<file path="src/rtl/core/r5ram_pkg.sv">
// ----------------------------------------------------------------------------
// r5ram_pkg
// Shared widths, constants, register indexes and types of the RAID 5 read
// address mapper.
// ----------------------------------------------------------------------------
package r5ram_pkg;

  localparam int OFFSET_BITS       = 48;
  localparam int MAX_REQUEST_BYTES = 131072;
  localparam int MAX_DRIVES        = 16;

  localparam int CHUNK_W   = 25;
  localparam int START_W   = 40;
  localparam int DRIVES_W  = 5;
  localparam int LEN_W     = 18;
  localparam int BUF_W     = 17;
  localparam int DISK_W    = 4;
  localparam int CFG_W     = 40;
  localparam int CFG_IDX_W = 2;
  localparam int CNT_W     = $clog2(OFFSET_BITS);

  localparam logic [CHUNK_W-1:0]  CHUNK_MIN    = CHUNK_W'(4096);
  localparam logic [CHUNK_W-1:0]  CHUNK_MAX    = CHUNK_W'(16777216);
  localparam logic [CHUNK_W-1:0]  CHUNK_RESET  = CHUNK_W'(512 * 1024);
  localparam logic [START_W-1:0]  START_RESET  = START_W'(2048 * 512);
  localparam logic [DRIVES_W-1:0] DRIVES_RESET = DRIVES_W'(3);
  localparam logic [DRIVES_W-1:0] DRIVES_MIN   = DRIVES_W'(3);
  localparam logic [DRIVES_W-1:0] DRIVES_MAX   = DRIVES_W'(MAX_DRIVES);
  localparam logic [LEN_W-1:0]    LEN_MAX      = LEN_W'(MAX_REQUEST_BYTES);

  typedef enum logic [CFG_IDX_W-1:0] {
    REG_CHUNK  = 2'd0,
    REG_START  = 2'd1,
    REG_DRIVES = 2'd2
  } reg_idx_t;

  typedef enum logic [2:0] {
    ST_IDLE,
    ST_LOAD,
    ST_DIVIDE,
    ST_DRAIN,
    ST_SUM,
    ST_EMIT
  } state_t;

  typedef struct packed {
    logic [OFFSET_BITS-1:0] req_offset;
    logic [LEN_W-1:0]       req_length;
  } req_t;

  typedef struct packed {
    logic [DISK_W-1:0]      disk_index;
    logic [OFFSET_BITS-1:0] disk_offset;
    logic [LEN_W-1:0]       seg_length;
    logic [BUF_W-1:0]       buffer_offset;
    logic                   last;
  } result_t;

  // sequencer controls for the serial units
  typedef struct packed {
    logic clear;
    logic step;
  } ctl_t;

  // one quotient bit moving between the serial units
  typedef struct packed {
    logic valid;
    logic q;
  } qbit_t;

endpackage

</file>
<file path="src/rtl/core/r5ram_chunk_div.sv">
// ----------------------------------------------------------------------------
// r5ram_chunk_div
// Bit-serial restoring divider: logical offset by chunk size, one quotient
// bit per cycle while step is high, most significant first.
// ----------------------------------------------------------------------------
module r5ram_chunk_div (
  input  logic                                 clk,
  input  logic                                 rst,
  input  r5ram_pkg::ctl_t                      ctl,
  input  logic [r5ram_pkg::OFFSET_BITS-1:0]    pos,
  input  logic [r5ram_pkg::CHUNK_W-1:0]        chunk,
  output r5ram_pkg::qbit_t                     qout,
  output logic [r5ram_pkg::CHUNK_W-1:0]        rem_out
);

  logic [r5ram_pkg::OFFSET_BITS-1:0] sh;
  logic [r5ram_pkg::CHUNK_W-1:0]     rem;
  logic [r5ram_pkg::CHUNK_W:0]       trial;
  logic [r5ram_pkg::CHUNK_W:0]       diff;
  logic                              ge;

  assign trial = {rem, sh[r5ram_pkg::OFFSET_BITS-1]};
  assign diff  = trial - {1'b0, chunk};
  assign ge    = (trial >= {1'b0, chunk});

  always_ff @(posedge clk) begin
    if (ctl.clear) begin
      sh  <= pos;
      rem <= '0;
    end else if (ctl.step) begin
      sh  <= {sh[r5ram_pkg::OFFSET_BITS-2:0], 1'b0};
      rem <= ge ? diff[r5ram_pkg::CHUNK_W-1:0] : trial[r5ram_pkg::CHUNK_W-1:0];
    end
  end

  // quotient bit and its strobe, registered in the cycle after the step
  always_ff @(posedge clk) begin
    if (rst) begin
      qout.valid <= 1'b0;
    end else begin
      qout.valid <= ctl.step;
    end
    if (ctl.step) begin
      qout.q <= ge;
    end
  end

  assign rem_out = rem;

endmodule

</file>
<file path="src/rtl/core/r5ram_stripe.sv">
// ----------------------------------------------------------------------------
// r5ram_stripe
// Consumes the chunk number bit-serially: divides it by the data disks per
// stripe, reduces the stripe number by the drive count and builds the
// stripe byte base by shift and add.
// ----------------------------------------------------------------------------
module r5ram_stripe (
  input  logic                                 clk,
  input  r5ram_pkg::ctl_t                      ctl,
  input  r5ram_pkg::qbit_t                     qin,
  input  logic [r5ram_pkg::DISK_W-1:0]         dm1,
  input  logic [r5ram_pkg::DRIVES_W-1:0]       drives,
  input  logic [r5ram_pkg::CHUNK_W-1:0]        chunk,
  output logic [r5ram_pkg::DISK_W-1:0]         sel,
  output logic [r5ram_pkg::DISK_W-1:0]         rot,
  output logic [r5ram_pkg::OFFSET_BITS-1:0]    acc
);

  logic [r5ram_pkg::DISK_W-1:0] r2;
  logic [r5ram_pkg::DISK_W-1:0] r3;
  logic [r5ram_pkg::DISK_W:0]   t2;
  logic [r5ram_pkg::DISK_W:0]   t3;
  logic [r5ram_pkg::DISK_W:0]   d2;
  logic [r5ram_pkg::DISK_W:0]   d3;
  logic                         q2;
  logic                         ge3;

  // stripe quotient bit
  assign t2 = {r2, qin.q};
  assign q2 = (t2 >= {1'b0, dm1});
  assign d2 = t2 - {1'b0, dm1};

  // stripe modulo drive count
  assign t3  = {r3, q2};
  assign ge3 = (t3 >= drives);
  assign d3  = t3 - drives;

  always_ff @(posedge clk) begin
    if (ctl.clear) begin
      r2  <= '0;
      r3  <= '0;
      acc <= '0;
    end else if (qin.valid) begin
      r2  <= q2 ? d2[r5ram_pkg::DISK_W-1:0] : t2[r5ram_pkg::DISK_W-1:0];
      r3  <= ge3 ? d3[r5ram_pkg::DISK_W-1:0] : t3[r5ram_pkg::DISK_W-1:0];
      acc <= {acc[r5ram_pkg::OFFSET_BITS-2:0], 1'b0}
           + (q2 ? r5ram_pkg::OFFSET_BITS'(chunk) : '0);
    end
  end

  assign sel = r2;
  assign rot = r3;

endmodule

</file>
<file path="src/rtl/core/raid5_read_address_mapper.sv">
// ----------------------------------------------------------------------------
// raid5_read_address_mapper
// Splits a logical read on a left-symmetric RAID 5 array into per-chunk
// segments with member disk, disk byte offset, length and buffer position.
// ----------------------------------------------------------------------------
// A request is taken when start is high and busy is low; busy stays high
// until the last segment has been issued. Each segment passes through a
// load state, a divide state in which the offset is divided by the chunk
// size one bit per cycle (the quotient bits feed, in the same pass, the
// division by the data disks per stripe, the reduction by the drive count
// and the shift-add stripe base), a drain state, a sum state and an issue
// state. A zero-length request produces no segments and busy does not
// rise. Every segment shows on result for exactly one cycle, marked by
// result_valid, in the cycle after it is issued; the receiver cannot stall,
// so it must take every segment as it appears. Lengths above 128 KiB are
// cut to 128 KiB; chunk size and drive count are clamped into their legal
// ranges when a request is taken. Configuration writes are taken at any time
// but belong between requests.
// ----------------------------------------------------------------------------
module raid5_read_address_mapper (
  input  logic                                 clk,
  input  logic                                 rst,
  // request transaction
  input  logic                                 start,
  output logic                                 busy,
  input  r5ram_pkg::req_t                      req,
  // segment transactions
  output logic                                 result_valid,
  output r5ram_pkg::result_t                   result,
  // configuration write port
  input  logic                                 cfg_we,
  input  logic [r5ram_pkg::CFG_IDX_W-1:0]      cfg_index,
  input  logic [r5ram_pkg::CFG_W-1:0]          cfg_data
);

  // configuration registers
  logic [r5ram_pkg::CHUNK_W-1:0]     chunk_bytes;
  logic [r5ram_pkg::START_W-1:0]     start_bytes;
  logic [r5ram_pkg::DRIVES_W-1:0]    drive_count;

  // sequencer
  r5ram_pkg::state_t                 state;
  r5ram_pkg::state_t                 state_next;
  logic [r5ram_pkg::CNT_W-1:0]       cnt;
  r5ram_pkg::ctl_t                   ctl;

  // per-request working registers
  logic [r5ram_pkg::CHUNK_W-1:0]     chunk_r;
  logic [r5ram_pkg::DRIVES_W-1:0]    drives_r;
  logic [r5ram_pkg::DISK_W-1:0]      dm1_r;
  logic [r5ram_pkg::OFFSET_BITS-1:0] pos;
  logic [r5ram_pkg::LEN_W-1:0]       remain;
  logic [r5ram_pkg::LEN_W-1:0]       done;

  // per-segment results
  logic [r5ram_pkg::OFFSET_BITS-1:0] base;
  logic [r5ram_pkg::LEN_W-1:0]       seg_len;
  logic [r5ram_pkg::DISK_W-1:0]      disk;

  // serial unit outputs
  r5ram_pkg::qbit_t                  qbit;
  logic [r5ram_pkg::CHUNK_W-1:0]     in_chunk;
  logic [r5ram_pkg::DISK_W-1:0]      sel;
  logic [r5ram_pkg::DISK_W-1:0]      rot;
  logic [r5ram_pkg::OFFSET_BITS-1:0] acc;

  // combinational helpers
  logic [r5ram_pkg::LEN_W-1:0]       len_clamped;
  logic [r5ram_pkg::CHUNK_W-1:0]     chunk_clamped;
  logic [r5ram_pkg::DRIVES_W-1:0]    drives_clamped;
  logic [r5ram_pkg::DRIVES_W-1:0]    dm1_full;
  logic [r5ram_pkg::CHUNK_W-1:0]     take;
  logic [r5ram_pkg::DRIVES_W:0]      disk_sum;
  logic [r5ram_pkg::DRIVES_W:0]      disk_wrap;
  logic [r5ram_pkg::LEN_W-1:0]       remain_after;

  // ---------------------------------------------------------------- config
  always_ff @(posedge clk) begin
    if (rst) begin
      chunk_bytes <= r5ram_pkg::CHUNK_RESET;
      start_bytes <= r5ram_pkg::START_RESET;
      drive_count <= r5ram_pkg::DRIVES_RESET;
    end else if (cfg_we) begin
      case (cfg_index)
        r5ram_pkg::REG_CHUNK:  chunk_bytes <= cfg_data[r5ram_pkg::CHUNK_W-1:0];
        r5ram_pkg::REG_START:  start_bytes <= cfg_data[r5ram_pkg::START_W-1:0];
        r5ram_pkg::REG_DRIVES: drive_count <= cfg_data[r5ram_pkg::DRIVES_W-1:0];
        default: ; // unknown index, ignored
      endcase
    end
  end

  // clamp length, chunk size and drive count at request entry
  always_comb begin
    len_clamped = (req.req_length > r5ram_pkg::LEN_MAX) ? r5ram_pkg::LEN_MAX
                                                        : req.req_length;
    if (chunk_bytes < r5ram_pkg::CHUNK_MIN) begin
      chunk_clamped = r5ram_pkg::CHUNK_MIN;
    end else if (chunk_bytes > r5ram_pkg::CHUNK_MAX) begin
      chunk_clamped = r5ram_pkg::CHUNK_MAX;
    end else begin
      chunk_clamped = chunk_bytes;
    end
    if (drive_count < r5ram_pkg::DRIVES_MIN) begin
      drives_clamped = r5ram_pkg::DRIVES_MIN;
    end else if (drive_count > r5ram_pkg::DRIVES_MAX) begin
      drives_clamped = r5ram_pkg::DRIVES_MAX;
    end else begin
      drives_clamped = drive_count;
    end
    dm1_full = drives_clamped - r5ram_pkg::DRIVES_W'(1);
  end

  // ------------------------------------------------------------- sequencer
  always_comb begin
    state_next = state;
    case (state)
      r5ram_pkg::ST_IDLE: begin
        if (start && (len_clamped != '0)) state_next = r5ram_pkg::ST_LOAD;
      end
      r5ram_pkg::ST_LOAD:   state_next = r5ram_pkg::ST_DIVIDE;
      r5ram_pkg::ST_DIVIDE: begin
        if (cnt == r5ram_pkg::CNT_W'(r5ram_pkg::OFFSET_BITS - 1)) begin
          state_next = r5ram_pkg::ST_DRAIN;
        end
      end
      r5ram_pkg::ST_DRAIN:  state_next = r5ram_pkg::ST_SUM;
      r5ram_pkg::ST_SUM:    state_next = r5ram_pkg::ST_EMIT;
      r5ram_pkg::ST_EMIT: begin
        state_next = (remain_after == '0) ? r5ram_pkg::ST_IDLE : r5ram_pkg::ST_LOAD;
      end
      default: state_next = r5ram_pkg::ST_IDLE;
    endcase
  end

  always_comb begin
    busy      = (state != r5ram_pkg::ST_IDLE);
    ctl.clear = (state == r5ram_pkg::ST_LOAD);
    ctl.step  = (state == r5ram_pkg::ST_DIVIDE);
  end

  always_ff @(posedge clk) begin
    if (rst) begin
      state        <= r5ram_pkg::ST_IDLE;
      result_valid <= 1'b0;
    end else begin
      state        <= state_next;
      result_valid <= (state == r5ram_pkg::ST_EMIT);
    end
  end

  // bit counter of the divide pass
  always_ff @(posedge clk) begin
    if (state == r5ram_pkg::ST_LOAD) begin
      cnt <= '0;
    end else if (state == r5ram_pkg::ST_DIVIDE) begin
      cnt <= cnt + r5ram_pkg::CNT_W'(1);
    end
  end

  // ----------------------------------------------------------- serial units
  r5ram_chunk_div u_div (
    .clk     (clk),
    .rst     (rst),
    .ctl     (ctl),
    .pos     (pos),
    .chunk   (chunk_r),
    .qout    (qbit),
    .rem_out (in_chunk)
  );

  r5ram_stripe u_stripe (
    .clk    (clk),
    .ctl    (ctl),
    .qin    (qbit),
    .dm1    (dm1_r),
    .drives (drives_r),
    .chunk  (chunk_r),
    .sel    (sel),
    .rot    (rot),
    .acc    (acc)
  );

  // ------------------------------------------------------------- datapath
  always_comb begin
    // bytes left to the chunk end, never zero
    take         = chunk_r - in_chunk;
    // data slot plus drive count minus parity rotation, then one wrap
    disk_sum     = (r5ram_pkg::DRIVES_W + 1)'(sel) + (r5ram_pkg::DRIVES_W + 1)'(drives_r)
                 - (r5ram_pkg::DRIVES_W + 1)'(rot);
    disk_wrap    = disk_sum - (r5ram_pkg::DRIVES_W + 1)'(drives_r);
    remain_after = remain - seg_len;
  end

  always_ff @(posedge clk) begin
    case (state)
      r5ram_pkg::ST_IDLE: begin
        if (start) begin
          pos      <= req.req_offset;
          remain   <= len_clamped;
          done     <= '0;
          chunk_r  <= chunk_clamped;
          drives_r <= drives_clamped;
          dm1_r    <= dm1_full[r5ram_pkg::DISK_W-1:0];
        end
      end
      r5ram_pkg::ST_SUM: begin
        seg_len <= (take > r5ram_pkg::CHUNK_W'(remain)) ? remain
                                                        : take[r5ram_pkg::LEN_W-1:0];
        base    <= acc + r5ram_pkg::OFFSET_BITS'(in_chunk);
        disk    <= (disk_sum >= (r5ram_pkg::DRIVES_W + 1)'(drives_r))
                   ? disk_wrap[r5ram_pkg::DISK_W-1:0] : disk_sum[r5ram_pkg::DISK_W-1:0];
      end
      r5ram_pkg::ST_EMIT: begin
        // segment transaction goes out next cycle
        result.disk_index    <= disk;
        result.disk_offset   <= base + r5ram_pkg::OFFSET_BITS'(start_bytes);
        result.seg_length    <= seg_len;
        result.buffer_offset <= done[r5ram_pkg::BUF_W-1:0];
        result.last          <= (remain_after == '0);
        // advance to the next chunk, offset wraps at the offset width
        pos    <= pos + r5ram_pkg::OFFSET_BITS'(seg_len);
        remain <= remain_after;
        done   <= done + seg_len;
      end
      default: ;
    endcase
  end

endmodule
</file>
<file path="config.mk">
export PLATFORM = sky130hd
export DESIGN_NAME = raid5_read_address_mapper
export DESIGN_NICKNAME = d
export VERILOG_FILES = /design/src/rtl/core/r5ram_pkg.sv /design/src/rtl/core/r5ram_chunk_div.sv /design/src/rtl/core/r5ram_stripe.sv /design/src/rtl/core/raid5_read_address_mapper.sv
export SDC_FILE = /design/constraint.sdc
export NUM_CORES = 1
export LEC_CHECK = 0
export BUFFER_PORTS_ARGS = -buffer_cell sky130_fd_sc_hd__buf_2
export CORE_ASPECT_RATIO = 1.1
export CORE_MARGIN = 10
export CORE_UTILIZATION = 56
export DETAILED_ROUTE_END_ITERATION = 10
export PLACE_DENSITY = 0.9
export SLEW_MARGIN = 20
export SYNTH_ARGS = -nofsm -noshare
export SYNTH_HDL_FRONTEND = slang
export SYNTH_SLANG_ARGS = --single-unit
</file>
<file path="constraint.sdc">
create_clock -name clk -period 6.22 [get_ports clk]
set_clock_uncertainty 0.1 [all_clocks]
set_input_delay 1.244 -clock clk [delete_from_list [all_inputs] [get_ports clk]]
set_output_delay 1.244 -clock clk [all_outputs]
set_load 0.01 [all_outputs]
</file>
==> reports/summary.txt <==
H-tree depth - 2
Io pins - 202
Num CTS Buffers - 51
Die footprint - 63,120 um^2
Post-place setup slack - 0.5382 ns
Status - finished clean
Crit path arrival time - 6.00 ns
CP Buf/Inv Count - 2
P per Cell Area - 279.1 nW/um^2
Routability Congestion - 0.9940
RSZ-0062 raised after global routing - no
DR vias - 25,342
Die Ht - 262.5 um
Final Hold Fails - 0
Syn avg cell area - 9.341 um^2
Global-route wire length before repair - 131.1 mm
Post-Synthesis Cells - 3,205
Postcts setup bufs - 0
Worst-skew pair later-pin latency - 0.63 ns
Hold Path Class - flip-flop to flip-flop
Slew margin rel. - 32.47%
Syn_nets - 3,560
Routed Antenna Nets - 0
Placed insts - 3,989
DRC viols - 0
Most used cell, CP - o21ai_0
GRT overflow - 0
Ys async rst share - 0%
DRT iter0 DRCs - 2,367
Crit path time final - 5.558 ns
Leakage - 13.89 nW
Max-slew violations - 0
Total track usage - 25.64%
Routed length per placed instance - 20.64 um
Core Box Area - 52,630 um^2
Fraction of layout cells with a size suffix above 1 - 10.65%
CTS Sinks - 486
Critical setup path kind - flip-flop to flip-flop
Post-CTS sizing - 0
Chip width - 240.5 um
Fmax - 179.9 MHz
Initial Util - 56.88%
WL met1 - 31.72 mm
Root buf cell - clkbuf_16
CTS tree - yes
Worst-path clk slew - 0.06 ns
Yosys synthesis warning count - 0
#FFs+latches synth - 486
Initial antenna violation count - 3
Number of synthesized flops with an enable pin - 324
Worst-margin pin slew - 1.013 ns
Synth-to-layout area growth - 11.16%
CTS max path bufs - 3
Highest net fanout along the worst path - 26
Drt total wl - 84.35 mm
CP peak stage delay - 0.80 ns
Met2 Wirelength - 39.70 mm
Prevailing post-synth register cell - edfxtp_1
Worst Path Required - 6.66 ns
Yosys cell types - 87
Max-Cap Viols - 0
Endpoints failing setup - 0
Routed vias/inst - 6.202
Final Non-Filler Cells - 4,086
Hpwl dp - 61.24 mm
IO buf count - 201
Crit end category - flip-flop
Worst hold slack - 0.3190 ns
# rows - 88
Fin nets - 3,722
Top layer in use - met5
Pin count of the biggest net entering global routing - 101
CP delay by family, top - compound AO/OA/AOI/OAI gates
Startpoint Class - flip-flop
Worst vdd rail ir drop - 215.3 uV
Crit path cell chain - inv_1 -> ha_1 -> nor2b_1 -> o21ai_0 -> inv_1 -> o21ai_0 -> nor2b_4 -> nor2_1 -> ha_1 -> nand2_1 -> a2111oi_0 -> o31ai_1 -> a21oi_1 -> o21ai_0 -> o22ai_1 -> nand2_1 -> or3_1 -> a31oi_1
Drt first pass iters - 5
Cts hold-fix bufs - 0
Final Worst Setup Slack - 0.6620 ns
Final period util - 89.36%
Met3 wire len - 6.916 mm
Number of global-route vias before repair - 24,399
Register area share after synthesis - 43.33%
Syn Std Cell Area - 29,940 um^2
Slowest CP cell - o22ai_1
Setup TNS Final - 0 ns
-- power by group --
part	total (mW)	internal [mW]	switching, mW
clock network	3.17	1.80	1.37
registers	3.99	3.77	0.218
logic	2.13	0.837	1.29
-- worst paths after layout --
path,depth (start not counted),end,slack (ns),from
worst max-delay path,18,u_stripe.acc[33],0.66,dm1_r[1]
worst min-delay path,0,result[84],0.32,disk[0]
worst max register to register,18,u_stripe.acc[33],0.66,dm1_r[1]
worst min register to register,0,result[84],0.32,disk[0]
-- through the flow --
stage               area (um^2)  utilization [%]  total power [mW]
detailed placement        31560            59.97             6.121
floorplan                 29940                -             5.532
global route              33280            63.23             9.684
CTS                       33270            63.22             9.258
global placement          31560            59.97             6.040
finish                    33280            63.23             9.289
-- synth_stat cells, drive strengths merged (17+ instances only) --
library cell / count / area (um^2)
clkbuf: 106 / 397.9
ha: 228 / 2853
nor4: 22 / 152.7
o211ai: 18 / 135.1
and3: 29 / 186.4
nor2b: 53 / 334.1
a21oi: 288 / 1445
a21o: 75 / 563.0
o21ai: 193 / 965.9
o21bai: 20 / 150.1
o22ai: 22 / 137.6
o21a: 31 / 232.7
mux2: 18 / 232.7
nand2b: 30 / 187.7
xor2: 100 / 875.8
a31oi: 19 / 131.4
inv: 188 / 705.7
and2: 20 / 125.1
xnor2: 139 / 1217
nand4: 38 / 237.7
nor2: 213 / 799.5
dfxtp: 162 / 3243
edfxtp: 324 / 9729
nand3b: 17 / 127.6
nor3: 45 / 225.2
mux2i: 28 / 280.3
nand3: 51 / 260.3
a211oi: 39 / 292.8
nand2: 475 / 1783
-- registers in the layout, summed over array words and instances, names as in the netlist, 40 cells and up --
register      count
pos              48
u_stripe.acc     48
base             48
result           88
u_div.sh         48
start_bytes      40
-- cell families (layout without fill, tap and decap cells) --
logic type | Yosys count | in the layout | share of synthesized area [%]
AND/OR/NAND/NOR | 1058 | 1058 | 16.39
AO/OA/AOI/OAI | 826 | 826 | 17.14
flip-flops | 486 | 486 | 43.33
buffers and inverters | 307 | 512 | 3.908
adder cells (fa/ha/maj) | 243 | 243 | 10.53
XOR/XNOR | 239 | 239 | 6.992
multiplexers | 46 | 46 | 1.714
other | 0 | 1 | 0
-- cell usage in the layout (no fill, tap or decap), types with 22 or more instances in the layout --
cell type	n
a211oi_1	39
a21o_1	75
a21oi_1	287
and3_1	28
buf_2	201
buf_4	26
clkbuf_16	52
dfxtp_1	161
edfxtp_1	324
ha_1	228
inv_1	186
mux2i_1	28
nand2_1	474
nand2b_1	30
nand3_1	50
nand4_1	38
nor2_1	213
nor2b_1	51
nor3_1	45
o21a_1	31
o21ai_0	192
o22ai_1	22
xnor2_1	139
xor2_1	100
-- per-layer routing --
layer  vias to the layer above  GRT usage, %
met1                     11954         30.42
met3                       296         4.841
met5                         -             0
met2                      1243         41.86
met4                         4         16.53
li1                      11845             -
-- final cells by class --
cell class / count / area, um^2
fillers: 4026 / 19350
clock buffers: 69 / 1395
inverters: 189 / 711.9
multi-input cells: 2412 / 15840
repair buffers: 227 / 1201
flip-flops and latches: 486 / 12970
diodes: 1 / 2.502
clock inverters: 27 / 314.1
well taps: 675 / 844.6
No activity file was read; power rests on OpenSTA's default activity.
